$ cat config.mk
export PLATFORM = sky130hd
export DESIGN_NAME = dfs_path_finder_unit
export DESIGN_NICKNAME = d
export VERILOG_FILES = /design/src/rtl/core/dfspf_pkg.sv /design/src/rtl/core/dfspf_nbr_sel.sv /design/src/rtl/core/dfs_path_finder_unit.sv
export SDC_FILE = /design/constraint.sdc
export NUM_CORES = 1
export LEC_CHECK = 0
export ABC_AREA = 1
export BUFFER_PORTS_ARGS = -buffer_cell sky130_fd_sc_hd__buf_4
export CAP_MARGIN = 20
export CORE_MARGIN = 2
export CORE_UTILIZATION = 52
export CTS_BUF_LIST = sky130_fd_sc_hd__clkbuf_2 sky130_fd_sc_hd__clkbuf_4 sky130_fd_sc_hd__clkbuf_8
export CTS_CLUSTER_DIAMETER = 50
export DETAILED_ROUTE_END_ITERATION = 12
export GPL_ROUTABILITY_DRIVEN = 0
export PLACE_DENSITY_LB_ADDON = 0.12
export SYNTH_ARGS = -nofsm -noshare
export SYNTH_HDL_FRONTEND = slang
export SYNTH_SLANG_ARGS = --single-unit
$ cat constraint.sdc
create_clock -name clk -period 3.5 [get_ports clk]
set_input_delay 0.7 -clock clk [delete_from_list [all_inputs] [get_ports clk]]
set_output_delay 0.7 -clock clk [all_outputs]
set_load 0.02 [all_outputs]
$ cat src/rtl/core/dfspf_pkg.sv
`timescale 1ns / 1ps

package dfspf_pkg;

  // Graph size and the widths that follow from it.
  localparam int MAX_CITIES = 16;
  localparam int NODE_W     = 4;
  localparam int CNT_W      = 5;
  localparam int ROW_W      = MAX_CITIES;

  // Input kinds carried on in_tuser.
  localparam logic OP_LOAD  = 1'b0;
  localparam logic OP_QUERY = 1'b1;

  // Result of the neighbor selection unit.
  typedef struct packed {
    logic              hit;
    logic [NODE_W-1:0] idx;
  } pick_t;

endpackage

$ cat src/rtl/core/dfspf_nbr_sel.sv
`timescale 1ns / 1ps

module dfspf_nbr_sel (
  input  logic [dfspf_pkg::ROW_W-1:0] row,
  input  logic [dfspf_pkg::ROW_W-1:0] visited,
  input  logic [dfspf_pkg::CNT_W-1:0] cnt_eff,
  output dfspf_pkg::pick_t            pick
);
  import dfspf_pkg::*;

  logic [ROW_W-1:0] cand;

  // Only unvisited neighbors below the active node count are candidates.
  always_comb begin
    for (int i = 0; i < ROW_W; i++) begin
      cand[i] = row[i] && !visited[i] && (CNT_W'(i) < cnt_eff);
    end
  end

  // Priority encoder: the lowest candidate index wins.
  always_comb begin
    pick.hit = |cand;
    pick.idx = '0;
    for (int i = ROW_W - 1; i >= 0; i--) begin
      if (cand[i]) begin
        pick.idx = NODE_W'(i);
      end
    end
  end

endmodule

$ cat src/rtl/core/dfs_path_finder_unit.sv
`timescale 1ns / 1ps

// Depth-first path finder over a directed graph of up to 16 nodes.
// Input stream: in_tuser selects the kind of transfer. A load transfer writes
// one adjacency row (row_index, row_bits) and returns nothing. A query
// transfer (origin_node, target_node) starts a search. The search runs one
// step per cycle on a shared neighbor selection unit (priority encoder): each
// step either pushes the lowest unvisited neighbor of the node on top of the
// stack or pops it. The query then delivers the path, origin first, with tlast
// on the target and tuser (found) high. A failed query, or one naming a node
// at or above city_count, delivers a single transfer with node 0, found low
// and tlast high. The block accepts no input while a query is in progress.
// The result sits in an output register; when the receiver stalls, the path
// delivery waits, and a new item can be accepted once the last result is
// registered. Reset clears the adjacency matrix, sets city_count to 16 and
// empties the output. city_count must be written through cfg_wr_en /
// cfg_wr_data only when idle; the block does not enforce this.
module dfs_path_finder_unit (
  input  logic        clk,
  input  logic        rst_n,
  // Configuration: city_count.
  input  logic        cfg_wr_en,
  input  logic [4:0]  cfg_wr_data,
  // Input stream.
  input  logic        in_tvalid,
  output logic        in_tready,
  input  logic [31:0] in_tdata,   // row_index[3:0], row_bits[19:4],
                                  // origin_node[23:20], target_node[27:24]
  input  logic [0:0]  in_tuser,   // opcode[0]
  // Result stream.
  output logic        out_tvalid,
  input  logic        out_tready,
  output logic [7:0]  out_tdata,  // path_node[3:0]
  output logic [0:0]  out_tuser,  // found[0]
  output logic        out_tlast
);
  import dfspf_pkg::*;

  typedef enum logic [1:0] {ST_IDLE, ST_SEARCH, ST_EMIT, ST_FAIL} state_t;

  state_t            state_r, state_nxt;
  logic [CNT_W-1:0]  city_count_r;
  logic [ROW_W-1:0]  adj_r [MAX_CITIES];
  logic [NODE_W-1:0] stack_mem [MAX_CITIES];
  logic [ROW_W-1:0]  visited_r, visited_nxt;
  logic [CNT_W-1:0]  depth_r, depth_nxt;
  logic [NODE_W-1:0] cur_r, cur_nxt;
  logic [NODE_W-1:0] target_r, target_nxt;
  logic [CNT_W-1:0]  k_r, k_nxt;
  logic              out_valid_r, out_valid_nxt;
  logic [NODE_W-1:0] out_node_r, out_node_nxt;
  logic              out_found_r, out_found_nxt;
  logic              out_last_r, out_last_nxt;

  logic [CNT_W-1:0]  cnt_eff;
  logic              in_xfer;
  logic              out_free;
  logic [NODE_W-1:0] in_row_index;
  logic [ROW_W-1:0]  in_row_bits;
  logic [NODE_W-1:0] in_origin;
  logic [NODE_W-1:0] in_target;
  logic              stk_we;
  logic [NODE_W-1:0] stk_waddr, stk_wdata, stk_raddr, stk_rdata;
  logic [CNT_W-1:0]  depth_m2;
  pick_t             pick;

  // Field unpacking.
  assign in_row_index = in_tdata[3:0];
  assign in_row_bits  = in_tdata[19:4];
  assign in_origin    = in_tdata[23:20];
  assign in_target    = in_tdata[27:24];

  assign cnt_eff  = (city_count_r > CNT_W'(MAX_CITIES)) ? CNT_W'(MAX_CITIES) : city_count_r;
  assign in_tready = (state_r == ST_IDLE);
  assign in_xfer  = in_tvalid && in_tready;
  assign out_free = !out_valid_r || out_tready;
  assign depth_m2 = depth_r - CNT_W'(2);

  // Configuration register.
  always_ff @(posedge clk) begin
    if (!rst_n) begin
      city_count_r <= CNT_W'(MAX_CITIES);
    end else if (cfg_wr_en) begin
      city_count_r <= cfg_wr_data;
    end
  end

  // Adjacency matrix, one row per load transfer.
  always_ff @(posedge clk) begin
    if (!rst_n) begin
      for (int i = 0; i < MAX_CITIES; i++) begin
        adj_r[i] <= '0;
      end
    end else if (in_xfer && in_tuser[0] == OP_LOAD) begin
      adj_r[in_row_index] <= in_row_bits;
    end
  end

  // Shared neighbor selection for the node on top of the stack.
  dfspf_nbr_sel u_nbr_sel (
    .row     (adj_r[cur_r]),
    .visited (visited_r),
    .cnt_eff (cnt_eff),
    .pick    (pick)
  );

  // Path stack: one write port, one read port shared by backtrack and delivery.
  assign stk_raddr = (state_r == ST_EMIT) ? k_r[NODE_W-1:0] : depth_m2[NODE_W-1:0];
  assign stk_rdata = stack_mem[stk_raddr];

  always_ff @(posedge clk) begin
    if (stk_we) begin
      stack_mem[stk_waddr] <= stk_wdata;
    end
  end

  // Sequencer: query start, search steps and result delivery.
  always_comb begin
    state_nxt     = state_r;
    visited_nxt   = visited_r;
    depth_nxt     = depth_r;
    cur_nxt       = cur_r;
    target_nxt    = target_r;
    k_nxt         = k_r;
    out_valid_nxt = out_valid_r && !out_tready;
    out_node_nxt  = out_node_r;
    out_found_nxt = out_found_r;
    out_last_nxt  = out_last_r;
    stk_we        = 1'b0;
    stk_waddr     = '0;
    stk_wdata     = cur_r;

    case (state_r)
      ST_IDLE: begin
        if (in_xfer && in_tuser[0] == OP_QUERY) begin
          target_nxt = in_target;
          if ({1'b0, in_origin} >= cnt_eff || {1'b0, in_target} >= cnt_eff) begin
            state_nxt = ST_FAIL;
          end else begin
            stk_we      = 1'b1;
            stk_waddr   = '0;
            stk_wdata   = in_origin;
            visited_nxt = ROW_W'(1) << in_origin;
            depth_nxt   = CNT_W'(1);
            cur_nxt     = in_origin;
            state_nxt   = ST_SEARCH;
          end
        end
      end
      ST_SEARCH: begin
        if (cur_r == target_r) begin
          k_nxt     = '0;
          state_nxt = ST_EMIT;
        end else if (pick.hit && depth_r < CNT_W'(MAX_CITIES)) begin
          // Descend to the lowest unvisited neighbor.
          stk_we      = 1'b1;
          stk_waddr   = depth_r[NODE_W-1:0];
          stk_wdata   = pick.idx;
          visited_nxt = visited_r | (ROW_W'(1) << pick.idx);
          depth_nxt   = depth_r + CNT_W'(1);
          cur_nxt     = pick.idx;
        end else begin
          // Dead end: backtrack one level.
          depth_nxt = depth_r - CNT_W'(1);
          if (depth_r == CNT_W'(1)) begin
            state_nxt = ST_FAIL;
          end else begin
            cur_nxt = stk_rdata;
          end
        end
      end
      ST_EMIT: begin
        if (out_free) begin
          out_valid_nxt = 1'b1;
          out_node_nxt  = stk_rdata;
          out_found_nxt = 1'b1;
          out_last_nxt  = (k_r + CNT_W'(1) == depth_r);
          k_nxt         = k_r + CNT_W'(1);
          if (k_r + CNT_W'(1) == depth_r) begin
            state_nxt = ST_IDLE;
          end
        end
      end
      ST_FAIL: begin
        if (out_free) begin
          out_valid_nxt = 1'b1;
          out_node_nxt  = '0;
          out_found_nxt = 1'b0;
          out_last_nxt  = 1'b1;
          state_nxt     = ST_IDLE;
        end
      end
      default: begin
        state_nxt = ST_IDLE;
      end
    endcase
  end

  always_ff @(posedge clk) begin
    if (!rst_n) begin
      state_r     <= ST_IDLE;
      visited_r   <= '0;
      depth_r     <= '0;
      k_r         <= '0;
      out_valid_r <= 1'b0;
    end else begin
      state_r     <= state_nxt;
      visited_r   <= visited_nxt;
      depth_r     <= depth_nxt;
      k_r         <= k_nxt;
      out_valid_r <= out_valid_nxt;
    end
    cur_r       <= cur_nxt;
    target_r    <= target_nxt;
    out_node_r  <= out_node_nxt;
    out_found_r <= out_found_nxt;
    out_last_r  <= out_last_nxt;
  end

  // Result outputs.
  assign out_tvalid = out_valid_r;
  assign out_tdata  = {4'b0000, out_node_r};
  assign out_tuser  = out_found_r;
  assign out_tlast  = out_last_r;

`ifndef SYNTHESIS
  // The stack never grows past MAX_CITIES entries.
  assert property (@(posedge clk) disable iff (!rst_n)
    depth_r <= CNT_W'(MAX_CITIES))
    else $error("stack depth beyond node count");

  // While searching, the stack is never empty and its top is visited.
  assert property (@(posedge clk) disable iff (!rst_n)
    state_r == ST_SEARCH |-> depth_r != '0 && visited_r[cur_r])
    else $error("search step with empty stack or unvisited top");

  // Every stacked node is distinct, so visited covers at least the depth.
  assert property (@(posedge clk) disable iff (!rst_n)
    state_r == ST_SEARCH |-> CNT_W'($countones(visited_r)) >= depth_r)
    else $error("visited mask smaller than stack");

  // A selected neighbor is never one already visited.
  assert property (@(posedge clk) disable iff (!rst_n)
    state_r == ST_SEARCH && pick.hit |-> !visited_r[pick.idx])
    else $error("neighbor selection returned a visited node");
`endif

endmodule

Word level (Yosys, flattened, before mapping)
Memory sizes are Yosys's and may differ from the RTL's. A register that Yosys moved wholly into a read port is not among the register bits.
Cells that the tools add are included.
- input port bits: 43
- register bits: 48
- logic and storage cells: 206
- memories: 2
- RAM bits: 320
- output and inout bits: 12
- shift-type cells: 2
- bitwise logic cells: 2
- mux-type cells: 77
- reductions and logical operators: 71
- order comparisons: 20
- equality and inequality tests: 17
- $add $sub $neg: 4
- memories (memory ; depth ; width ; rd ports ; clocked after Yosys merged registers in ; write ports ; RTL line ; text):
    adj_r ; 16 ; 16 ; 1 ; 1 ; 16 ; dfs_path_finder_unit.sv:43 ; logic [ROW_W-1:0] adj_r [MAX_CITIES];
    stack_mem ; 16 ; 4 ; 1 ; 0 ; 1 ; dfs_path_finder_unit.sv:44 ; logic [NODE_W-1:0] stack_mem [MAX_CITIES];
- operators by type and width (cell ; count):
    $mux W4 ; 31
    $mux W16 ; 5
    $lt A4 B5 Y1 const A ; 8
    $logic_and A1 B1 Y1 ; 37
    $mux W5 ; 7
    $pmux W16 S2 ; 1
    $reduce_or A16 Y1 ; 2
    $shl A1 B4 Y16 const A ; 2
    $pmux W4 S2 ; 3
    $lt A3 B5 Y1 const A ; 4
    $pmux W5 S2 ; 2
    $logic_not A1 Y1 ; 18
    $mux W1 ; 16
    $mux W2 ; 8
    $or A16 B16 Y16 ; 1
    $ne A2 B2 Y1 const B ; 6
    $add A5 B1 Y5 const B ; 2
    $ge A4 B5 Y1 ; 2
    $lt A1 B5 Y1 const A ; 2
    $lt A2 B5 Y1 const A ; 2
    $ne A3 B3 Y1 const B ; 3
    $reduce_and A3 Y1 ; 3
    $pmux W2 S4 ; 1
    $pmux W1 S2 ; 3
    other kinds (19) ; 24

Longest topological paths before layout
Gate-level depths: netlist of the first run.
- depth in word-level cells: 25
- gate-level depth with buffers: 29
- mapped depth without buffers: 27

Modules after synthesis
From an unflattened synthesis of the first run, not the netlist that was laid out.
- cell total of the unflattened synthesis: 1867
- area, all modules: 18144.9 µm²
- modules (own cells, without submodules) (module ; cells each ; sequential area each (µm²) ; area each (µm²) ; instances):
    dfs_path_finder_unit ; 1767 ; 10790.3 ; 17679.5 ; 1
    dfspf_nbr_sel ; 100 ; 0.0 ; 465.4 ; 1

Worst setup path after synthesis of the first run
Ideal clock, no wire load.
- kind: flip-flop to flip-flop
- start: register city_count_r[2]
- end: memory stack_mem[0][0], enable pin
- data arrival time: 2.607 ns
- required time: 3.139 ns
- path buffers: 1
- slack: 0.532 ns
- stages on the path, launching flop included: 17
- period minus slack after synthesis: 2.968 ns
- path through: dfxtp_1 > inv_1 > a31oi_1 > nor2_1 > inv_1 > ha_1 > a21boi_0 > o21ai_0 > a21boi_0 > nor3_1 > a21oi_1 > nand2_1 > o21ai_0 > inv_2 > nand2_4 > buf_6 > nor3_1
- word-level cells in the longest chain between the ends: 11
- elaborated cells on any way between the ends: 49
- classes of those cells: 19 x order compare; 11 x mux; 19 x reduce/logical
- RTL lines (element ; RTL line ; text):
    start, declared ; dfs_path_finder_unit.sv:42 ; logic [CNT_W-1:0] city_count_r;
    start signal, assigned ; dfs_path_finder_unit.sv:82 ; city_count_r <= CNT_W'(MAX_CITIES);
    start signal, assigned ; dfs_path_finder_unit.sv:84 ; city_count_r <= cfg_wr_data;
    $gt A5 B5 Y1 ; dfs_path_finder_unit.sv:73 ; assign cnt_eff = (city_count_r > CNT_W'(MAX_CITIES)) ? CNT_W'(MAX_CITIES) : city_count_r;
    $mux W5 (*) ; dfs_path_finder_unit.sv:73 ;
    $lt A1 B5 Y1, or another cell as far along ; dfspf_nbr_sel.sv:16 ; cand[i] = row[i] && !visited[i] && (CNT_W'(i) < cnt_eff);
    $logic_and A1 B1 Y1 ; dfspf_nbr_sel.sv:16 ;
    $reduce_or A16 Y1 ; dfspf_nbr_sel.sv:22 ; pick.hit = |cand;
    $logic_and A1 B1 Y1 ; dfs_path_finder_unit.sv:154 ; end else if (pick.hit && depth_r < CNT_W'(MAX_CITIES)) begin
    $mux W1 ; dfs_path_finder_unit.sv:154 ;
    $mux W1 ; dfs_path_finder_unit.sv:151 ; if (cur_r == target_r) begin
    $pmux W1 S2 ; dfs_path_finder_unit.sv:133 ; case (state_r)
    $mux W1 ; dfs_path_finder_unit.sv:112 ; if (stk_we) begin
    $mux W1 (implied by the code) ; dfs_path_finder_unit.sv:113 ; stack_mem[stk_waddr] <= stk_wdata;
    end, declared ; dfs_path_finder_unit.sv:44 ;
Every way passes the cells marked *; elsewhere a longest branch is shown, timed or not.

==> impl_results.md, run 1 <==
* WP data required at about 3.8 ns
* Clock Tree Root: clkbuf_8
* Final #Nets at ~1.9k
* CP Max Fanout at between 70 and 80
* WL final at ~47,000 um
* Post-DR wirelength/cell at around 20 um
* Crit Path Class: flip-flop to flip-flop
* Largest net degree at the start of global routing at 74
* Clock skew after layout at roughly 0.040 ns
* HP Start: in_tdata[24]
* Worst-path cell chain: buf_16, o21ai_0, o221ai_1, o21ai_0, mux2i_1, nand4_1, nand2_2, nor2_2, nand2_1, o21ai_4, nor2_2, inv_2, nor2_1, nand2_1, nor2_2
* Fill count at between 2k and 3k
* CTS resizes at 0
* DRT Pass-1 Iters at 5
* Post-place instance area at between 0.015 and 0.02 mm2
* VDD IR max at 0.594 mV
* Slew @ Worst Pin at between 0.8 and 0.9 ns
* Initial DRC count at 1,275
* FF+latch count, synth at 372
* Worst setup EP type: flip-flop
* Multi-input logic area at slightly below 0.006 mm2
* Most frequent cells in the layout: nor2_1 (515), edfxtp_1 (334), nand2_1 (197)
* Max_cap viols at 0
* Minimum clock period at approximately 3.4 ns
* Headroom to the max-slew limit at 0.443
* Final core occ at 0.592
* WP data arrival at approximately 3.7 ns
* Synth cell types at 52
* Num Clock Sinks at 372
* DRC Markers at 0
* Vias/cell at between 5 and 6
* Most common cell after layout, fill and taps aside: nor2_1
* CTS buffer count at 61
* Final period util at 0.962
* Number of synthesized flops with an enable pin at ~330
* Synth Instances at roughly 1.8k
* Class of the worst hold path: primary input to flip-flop
* Worst-Skew Late Latency at approximately 0.65 ns
* Final hold violations at 0
* Layout area overhead at 12.7%
* Die span in x at 188 um
* Synth Flop Type: edfxtp_1
* Top cell by count, worst path: nor2_2
* Async SR Flop Fraction at 0
* Crit-path slowest cell: dfxtp_4
* Status: finished clean
* Post-CTS setup buffer count at 0
* Die Y-Extent at roughly 190 um
* Vias at 13.4k
* Count of final max-slew check failures at 0
* CTS tree: built
* Total global routing overflow at 0
* Final Non-Filler Cells at approximately 2.4k
* Post-route ant nets at 0
* Maximum clock path buffer count at 3
* Io pins at 55
* Lkg Pwr at 7.72 nW
* Vias in the first global route at 12.8k
* Port Buffers at 46
* Clock-pin slew on the worst setup and hold paths at 0.06 ns
* Die ar. at between 0.03 and 0.04 mm2
* Cell area power density at roughly 790 mW/mm2
* Crit-path max cell delay at 0.41 ns
* Hold buffers post-CTS at 0
* Synthesis Warnings at 0
* RSZ-0062 raised after global routing: true
* Fmax at around 300 MHz
* Final HPWL DP at 30,500 um
* First-pass GRT wire length at between 70,000 and 80,000 um
* Core area at ~0.033 mm2
* Flip-flop and latch area at ~0.011 mm2
* Post-Syn Area at about 0.018 mm2
* H-Tree Depth at 2
* Final Instance Area at roughly 0.020 mm2
* Cell row count at between 60 and 70
* GRT Overall Usage at 0.269
* Placed cells at around 2.3k
* WHS at around 0.25 ns
* Initial Util at 0.525
* Layout cell share with drive strength beyond 1 at 0.141
* Sequential area share after synthesis at 0.616
* Syn Area/Cell at a little under 10 um2
* Initial antenna violation count at 1
* Antenna diode count at 0
* # setup viols final at 0
* Startpoint types: flip-flop
Yosys cell counts (31+ instances only):
| master | count | area [um2] |
|---|---|---|
| o221ai_1 | 31 | 272 |
| nand2_1 | 197 | 739 |
| edfxtp_1 | 334 | 10000 |
| clkbuf_1 | 57 | 214 |
| dfxtp_1 | 38 | 761 |
| nor2_1 | 529 | 1990 |
| o21ai_0 | 158 | 791 |
| nand3_1 | 46 | 230 |
| a21oi_1 | 39 | 195 |
| o21ai_1 | 52 | 260 |
| inv_1 | 87 | 327 |
report_power, final:
part	internal [W]	switching (W)
clock network	0.00190	0.00174
logic	0.00196	0.00432
registers	0.00542	0.000216
total	0.00928	0.00628
through the flow:
step	power [W]	setup TNS [ns]	worst slack [ns]
after floorplan	0.00983	0	0.532
after global placement	0.0118	0	0.134
after detailed placement	0.0119	0	0.0617
after CTS	0.0155	0	0.0432
after global routing	0.0165	-0.00820	-0.00608
final	0.0156	0	0.134
metal layers:
layer  part of all wire  wire length, um  global-route usage  vias up
met3              0.067             3160              0.0406      106
met4              0.043             2010               0.121        2
li1                   -                -                   -     6343
met5            0.00028               13                   0        -
met1               0.42            19900               0.364     6485
met2               0.47            22200               0.433      489
worst max-delay path: cells and delay by family, from the launching register on:
family,cells,cell delay (ns)
DFF,1,0.41
muxes,1,0.31
AOI/OAI and AO/OA,4,0.67
and+or+nand+nor,8,1.26
buffers and inverters,2,0.35
cell families after synthesis:
| kind of cell | count (synthesis) | share of synthesized area |
|---|---|---|
| compound gates | 360 | 0.123 |
| xor+xnor | 15 | 0.00750 |
| fa+ha+maj | 15 | 0.0107 |
| buf+inv | 209 | 0.0557 |
| flops | 372 | 0.616 |
| mux | 1 | 0.000572 |
| other cells | 1 | 0.000214 |
| simple gates | 820 | 0.187 |
state kept, by name, indices dropped and copies added, names as in the netlist, 2 cells and up, named ones only:
| register | count |
|---|---|
| out_node_r | 4 |
| target_r | 4 |
| stack_mem | 64 |
| state_r | 2 |
| adj_r | 256 |
| k_r | 5 |
| cur_r | 4 |
| visited_r | 16 |
| depth_r | 5 |
| city_count_r | 5 |
path summary, 6_finish.rpt:
path,to,slack [ns],cells past startpoint
max,stack_mem[7][1],0.13,15
min,target_r[0],0.25,1
max reg2reg,stack_mem[7][1],0.13,15
min reg2reg,k_r[1],0.52,2
area by class of cell:
cell class | count | share of cell area
sequential | 372 | 0.547
multi-input combinational | 1215 | 0.294
clock inverter | 35 | 0.00919
timing repair buffer | 123 | 0.0520
tap | 448 | 0.0284
inverter | 101 | 0.0196
clock buffer | 79 | 0.0497
(Power assumes the default switching activity.)
==> run 2: changes to the inputs <==
--- a/config.mk
+++ b/config.mk
@@ -6,12 +6,14 @@
 export NUM_CORES = 1
 export LEC_CHECK = 0
 export ABC_AREA = 1
+export ABC_CLOCK_PERIOD_IN_PS = 3500
 export BUFFER_PORTS_ARGS = -buffer_cell sky130_fd_sc_hd__buf_4
 export CAP_MARGIN = 20
 export CORE_MARGIN = 2
-export CORE_UTILIZATION = 52
+export CORE_UTILIZATION = 25
 export CTS_BUF_LIST = sky130_fd_sc_hd__clkbuf_2 sky130_fd_sc_hd__clkbuf_4 sky130_fd_sc_hd__clkbuf_8
 export CTS_CLUSTER_DIAMETER = 50
+export CTS_CLUSTER_SIZE = 24
 export DETAILED_ROUTE_END_ITERATION = 12
 export GPL_ROUTABILITY_DRIVEN = 0
 export PLACE_DENSITY_LB_ADDON = 0.12
==> run 2 against run 1 <==
Cell area rose by 7.4%. Critical path type unchanged. Routed wire length up 26%. Critical path depth up 5. Worst hold slack got worse by 0.0042 ns. Non-clock buffer count rose by 83. Flip-flop and latch count is the same. Global-route usage fell by 11 points. Sequential share of layout area is 3.7 points lower.
==> impl_results.md, run 2 (synthesis results as in run 1) <==
* Status: finished clean
* Crit path depth at 20
* DRC Markers at 0
* WP data arrival at roughly 3.8 ns
* Cell row count at 97
* Crit Path Class: flip-flop to flip-flop
* Class of the worst hold path: primary input to flip-flop
* Layout area overhead at 21.0%
* Initial antenna violation count at 1
* Cell area power density at 818 mW/mm2
* Buf/Inv on CP at 7
* Clock Tree Root: clkbuf_8
* Final HPWL DP at slightly below 40,000 um
* Worst-path cell chain: buf_6, buf_16, o21ai_0, o221ai_1, o21ai_1, mux2i_1, buf_4, nand4_1, nand2_2, nor2_2, nand2_1, o21ai_4, buf_4, nand2_4, buf_4, nand2_1, nor2_2, o221ai_2, buf_4, buf_4
* Vias in the first global route at ~13k
* Top cell by count, worst path: buf_4
* Initial DRC count at slightly above 900
* Final Non-Filler Cells at around 2.9k
* Headroom to the max-slew limit at 0.424
* Slew @ Worst Pin at 0.863 ns
* Lkg Pwr at 8.19 nW
* Final period util at 0.957
* Worst setup EP type: flip-flop
* Hold buffers post-CTS at 0
* Startpoint types: flip-flop
* Largest registers: adj_r: 256 flops, stack_mem: 64 flops, visited_r: 16 flops
* WP data required at 3.90 ns
* Top cell family by delay on the critical path: buffers and inverters
* Count of final max-slew check failures at 0
* Crit-path slowest cell: dfxtp_4
* Io pins at between 50 and 60
* GRT Overall Usage at 0.163
* Initial Util at 0.251
* H-Tree Depth at 2
* VDD IR max at about 0.3 mV
* Placed cells at 2,825
* First-pass GRT wire length at 86,400 um
* Largest net degree at the start of global routing at 61
* Total global routing overflow at 0
* Die span in x at ~270 um
* Minimum clock period at around 3.3 ns
* Crit-path max cell delay at roughly 0.44 ns
* Post-DR wirelength/cell at around 20 um
* Clock-pin slew on the worst setup and hold paths at 0.07 ns
* # setup viols final at 0
* Vias/cell at 4.59
* Max FFs per register at approximately 260
* CTS tree: built
* Top reg by flops: adj_r
* Post-route ant nets at 0
* WHS at 0.250 ns
* Die ar. at roughly 0.072 mm2
* TNS Setup at 0 ns
* Max_cap viols at 0
* Layout cell share with drive strength beyond 1 at 0.181
* Final #Nets at ~2k
* CP Capture Point: stack_mem[5][1]
* Vias at ~13k
* Total Power at roughly 0.017 W
* Port Buffers at between 40 and 50
* Final hold violations at 0
* Maximum clock path buffer count at 3
* Core area at between 0.06 and 0.07 mm2
* Fmax at 299 MHz
* WL final at a little under 60,000 um
* CP Max Fanout at 15
* Most frequent cells in the layout: nor2_1 (524), edfxtp_1 (334), nand2_1 (191)
* DRT Pass-1 Iters at 5
* R2R Setup Slk at around 0.15 ns
* Clock skew after layout at between 0.03 and 0.04 ns
* CTS buffer count at 48
* FF-to-FF path depth at 20
* Num Clock Sinks at 372
* Most common cell after layout, fill and taps aside: nor2_1
* Worst-Skew Late Latency at 0.66 ns
* Die Y-Extent at approximately 270 um
* Reg2reg end: stack_mem[5][1]
==> run 2: layer usage <==
metal / up-vias / global-route usage / share of wire
met2: 279 / 0.278 / 0.49
met4: 0 / 0.0455 / 0.021
met1: 6597 / 0.217 / 0.45
met3: 66 / 0.0191 / 0.035
li1: 6489 / - / -
met5: - / 0 / 0
==> run 2: area by class of cell <==
cell class              instances  area (um2)
diodes                          1        2.50
clock buffers                  51         689
clock inverters                39         488
fillers                      7387       48500
inverters                     101         402
multi-input cells            1215        5850
flip-flops and latches        372       10800
well taps                     940        1180
repair buffers                206        1790
==> run 2: repair_timing <==
| action | CTS | global route |
|---|---|---|
| setup buffers | 0 | 5 |
| endpoints found under the hold margin | 0 | 0 |
| cloned | 0 | 4 |
| pin swaps | 0 | 5 |
| resized for setup | 2 | 49 |
| endpoints found under the setup margin | 10 | 148 |
==> run 2: worst min-delay path by stage <==
stage	cells after the start	startpoint	to	slack, ns
after floorplan	2	k_r[1]	k_r[1]	0.48
after global placement	1	k_r[4]	k_r[4]	0.50
after detailed placement	2	k_r[1]	k_r[1]	0.52
after CTS	1	in_tdata[27]	target_r[3]	0.20
after global routing	1	in_tdata[27]	target_r[3]	0.22
final	1	in_tdata[27]	target_r[3]	0.25
==> run 2: metrics by stage <==
| step | utilization | setup WS (ns) | instance area, um2 |
|---|---|---|---|
| 2_1_floorplan | - | 0.532 | 17500 |
| 3_3_place_gp | 0.283 | -0.144 | 19700 |
| 3_5_place_dp | 0.283 | -0.171 | 19700 |
| 4_1_cts | 0.300 | 0.0465 | 20900 |
| 5_1_grt | 0.304 | -0.00442 | 21200 |
| 6_report | 0.304 | 0.151 | 21200 |
==> run 2: report_power, final <==
part           leakage [nW]  total, W  internal [W]  switching [W]
combinational          3.93   0.00765       0.00273        0.00492
clock                 0.584   0.00401       0.00208        0.00193
sequential             3.67   0.00568       0.00542       0.000260
==> run 3: changes to the inputs <==
--- a/config.mk
+++ b/config.mk
@@ -17,6 +17,7 @@
 export DETAILED_ROUTE_END_ITERATION = 12
 export GPL_ROUTABILITY_DRIVEN = 0
 export PLACE_DENSITY_LB_ADDON = 0.12
+export RECOVER_POWER = 50
 export SYNTH_ARGS = -nofsm -noshare
 export SYNTH_HDL_FRONTEND = slang
 export SYNTH_SLANG_ARGS = --single-unit
==> run 3 against run 2 <==
Worst hold slack better by 0.020 ns. Clock power hardly changed. Non-clock buffer count stayed put. Critical endpoint unchanged. Largest cell class unchanged. Largest power group unchanged.
==> impl_results.md, run 3 (synthesis results as in run 1) <==
* Crit-path slowest cell: dfxtp_4
* CTS tree: built
* CP Max Fanout at 15
* Net Sw Power at around 0.0071 W
* Worst-Skew Late Latency at ~0.66 ns
* Status: finished clean
* Maximum clock path buffer count at 3
* Worst setup EP type: flip-flop
* Minimum clock period at around 3.3 ns
* Crit Path Class: flip-flop to flip-flop
* First-pass GRT wire length at roughly 86,000 um
* Post-route ant nets at 0
* Core area at roughly 0.070 mm2
* TNS Setup at 0 ns
* Startpoint types: flip-flop
* Initial DRC count at 908
* Max FFs per register at about 260
* Fmax at ~300 MHz
* Most common cell after layout, fill and taps aside: nor2_1
* CTS buffer count at 48
* Top cell family by delay on the critical path: buffers and inverters
* Post-DR wirelength/cell at ~20 um
* Class of the worst hold path: primary input to flip-flop
* Count of final max-slew check failures at 0
* Total global routing overflow at 0
* Clock-pin slew on the worst setup and hold paths at roughly 0.070 ns
* Headroom to the max-slew limit at 0.124
* Die Y-Extent at roughly 270 um
* Seq pwr share at 0.328
* Buf/Inv on CP at 7
* Switching share of power at 0.411
* # setup viols final at 0
* Die ar. at 0.0722 mm2
* Clock skew after layout at ~0.034 ns
* Io pins at 55
* Vias/cell at 4.60
* Comb power frac at 0.440
* Power Internal at a little over 0.01 W
* Crit-path max cell delay at around 0.44 ns
* Num Clock Sinks at about 370
* Final hold violations at 0
* Post-place setup slack at -0.171 ns
* Most frequent cells in the layout: nor2_1 (524), edfxtp_1 (334), nand2_1 (191)
* Slew @ Worst Pin at 1.31 ns
* Post-layout worst setup margin at around 0.16 ns
* WP data arrival at ~3.7 ns
* Max_cap viols at 0
* WL final at 59,700 um
* WP data required at 3.90 ns
* DRT Pass-1 Iters at 5
* Initial antenna violation count at 1
* Layout area overhead at 20.3%
* Hold buffers post-CTS at 0
* Final #Nets at approximately 2k
* Lkg Pwr at around 8.1 nW
* Vias at 13.4k
* Vias in the first global route at between 10k and 15k
* GRT Overall Usage at 0.163
* DRC Markers at 0
* Cell area power density at around 820 mW/mm2
* Worst-path cell chain: buf_6, buf_16, o21ai_0, o221ai_1, o21ai_1, mux2i_1, buf_4, nand4_1, nand2_2, nor2_2, nand2_1, o21ai_4, buf_4, nand2_4, buf_4, nand2_1, nor2_2, o221ai_2, buf_4, buf_4
* Layout cell share with drive strength beyond 1 at 0.163
* Largest net degree at the start of global routing at just over 60
* Port Buffers at 46
* Top cell by count, worst path: buf_4
* Die span in x at 269 um
* Clock Power Share at 0.232
* Clock Tree Root: clkbuf_8
* Largest registers: adj_r: 256 flops, stack_mem: 64 flops, visited_r: 16 flops
* Cell row count at 97
* Top reg by flops: adj_r
* H-Tree Depth at 2
* Final period util at 0.955
* Initial Util at 0.251
* Final HPWL DP at 38,700 um
* VDD IR max at slightly below 0.3 mV
[run 3: path summary, 6_finish.rpt]
path	end	cells after the start	start	slack [ns]
min	city_count_r[4]	2	cfg_wr_en	0.27
max	stack_mem[5][1]	20	flip-flop	0.16
max reg2reg	stack_mem[5][1]	20	flip-flop	0.16
min reg2reg	visited_r[8]	2	visited_r[8]	0.53
[run 3: timing repair]
action / 4_1_cts / 5_1_grt
setup buffers: 0 / 5
setup endpoints to repair: 10 / 148
cloned: 0 / 4
pin swaps: 0 / 5
resized for setup: 2 / 49
[run 3: metrics by stage]
stage | instance area (um2) | hold WS [ns] | util | std cells | power, W
6_report | 21100 | 0.270 | 0.302 | 2925 | 0.0173
4_1_cts | 20900 | 0.197 | 0.300 | 2915 | 0.0171
3_3_place_gp | 19700 | 0.501 | 0.283 | 2825 | 0.0130
3_5_place_dp | 19700 | 0.516 | 0.283 | 2825 | 0.0130
2_1_floorplan | 17500 | 0.475 | - | 1796 | 0.00983
5_1_grt | 21100 | 0.247 | 0.302 | 2925 | 0.0184
[run 3: area by class of cell]
class / count / area [um2]
Inverter: 101 / 402
Sequential cell: 372 / 10800
Timing Repair Buffer: 206 / 1660
Clock inverter: 39 / 488
Tap cell: 940 / 1180
Antenna cell: 1 / 2.50
Clock buffer: 51 / 689
Multi-Input combinational cell: 1215 / 5850
Fill cell: 7407 / 48600
[run 3: worst register-to-register path, stage by stage (launching register included)]
cell      delay [ns]
dfxtp_4         0.44
buf_6           0.17
buf_16          0.17
o21ai_0         0.12
o221ai_1        0.30
o21ai_1         0.12
mux2i_1         0.15
buf_4           0.16
nand4_1         0.12
nand2_2         0.11
nor2_2          0.04
nand2_1         0.10
o21ai_4         0.08
buf_4           0.15
nand2_4         0.06
buf_4           0.15
nand2_1         0.09
nor2_2          0.13
o221ai_2        0.11
buf_4           0.16
buf_4           0.18
[run 3: per-layer routing]
metal,wire length (um),track usage,part of all wire,vias to the layer above
li1,-,-,-,6494
met1,26600,0.217,0.45,6579
met2,29500,0.278,0.49,300
met3,2280,0.0191,0.038,69
met4,1270,0.0455,0.021,0
met5,0,0,0,-
[run 3: power groups by stage]
stage               clock (W)  sequential (W)  combinational [W]
detailed placement          0         0.00576            0.00725
CTS                   0.00414         0.00566            0.00729
floorplan                   0         0.00566            0.00417
global placement            0         0.00575            0.00728
finish                0.00401         0.00568            0.00760
global route          0.00429         0.00571            0.00838
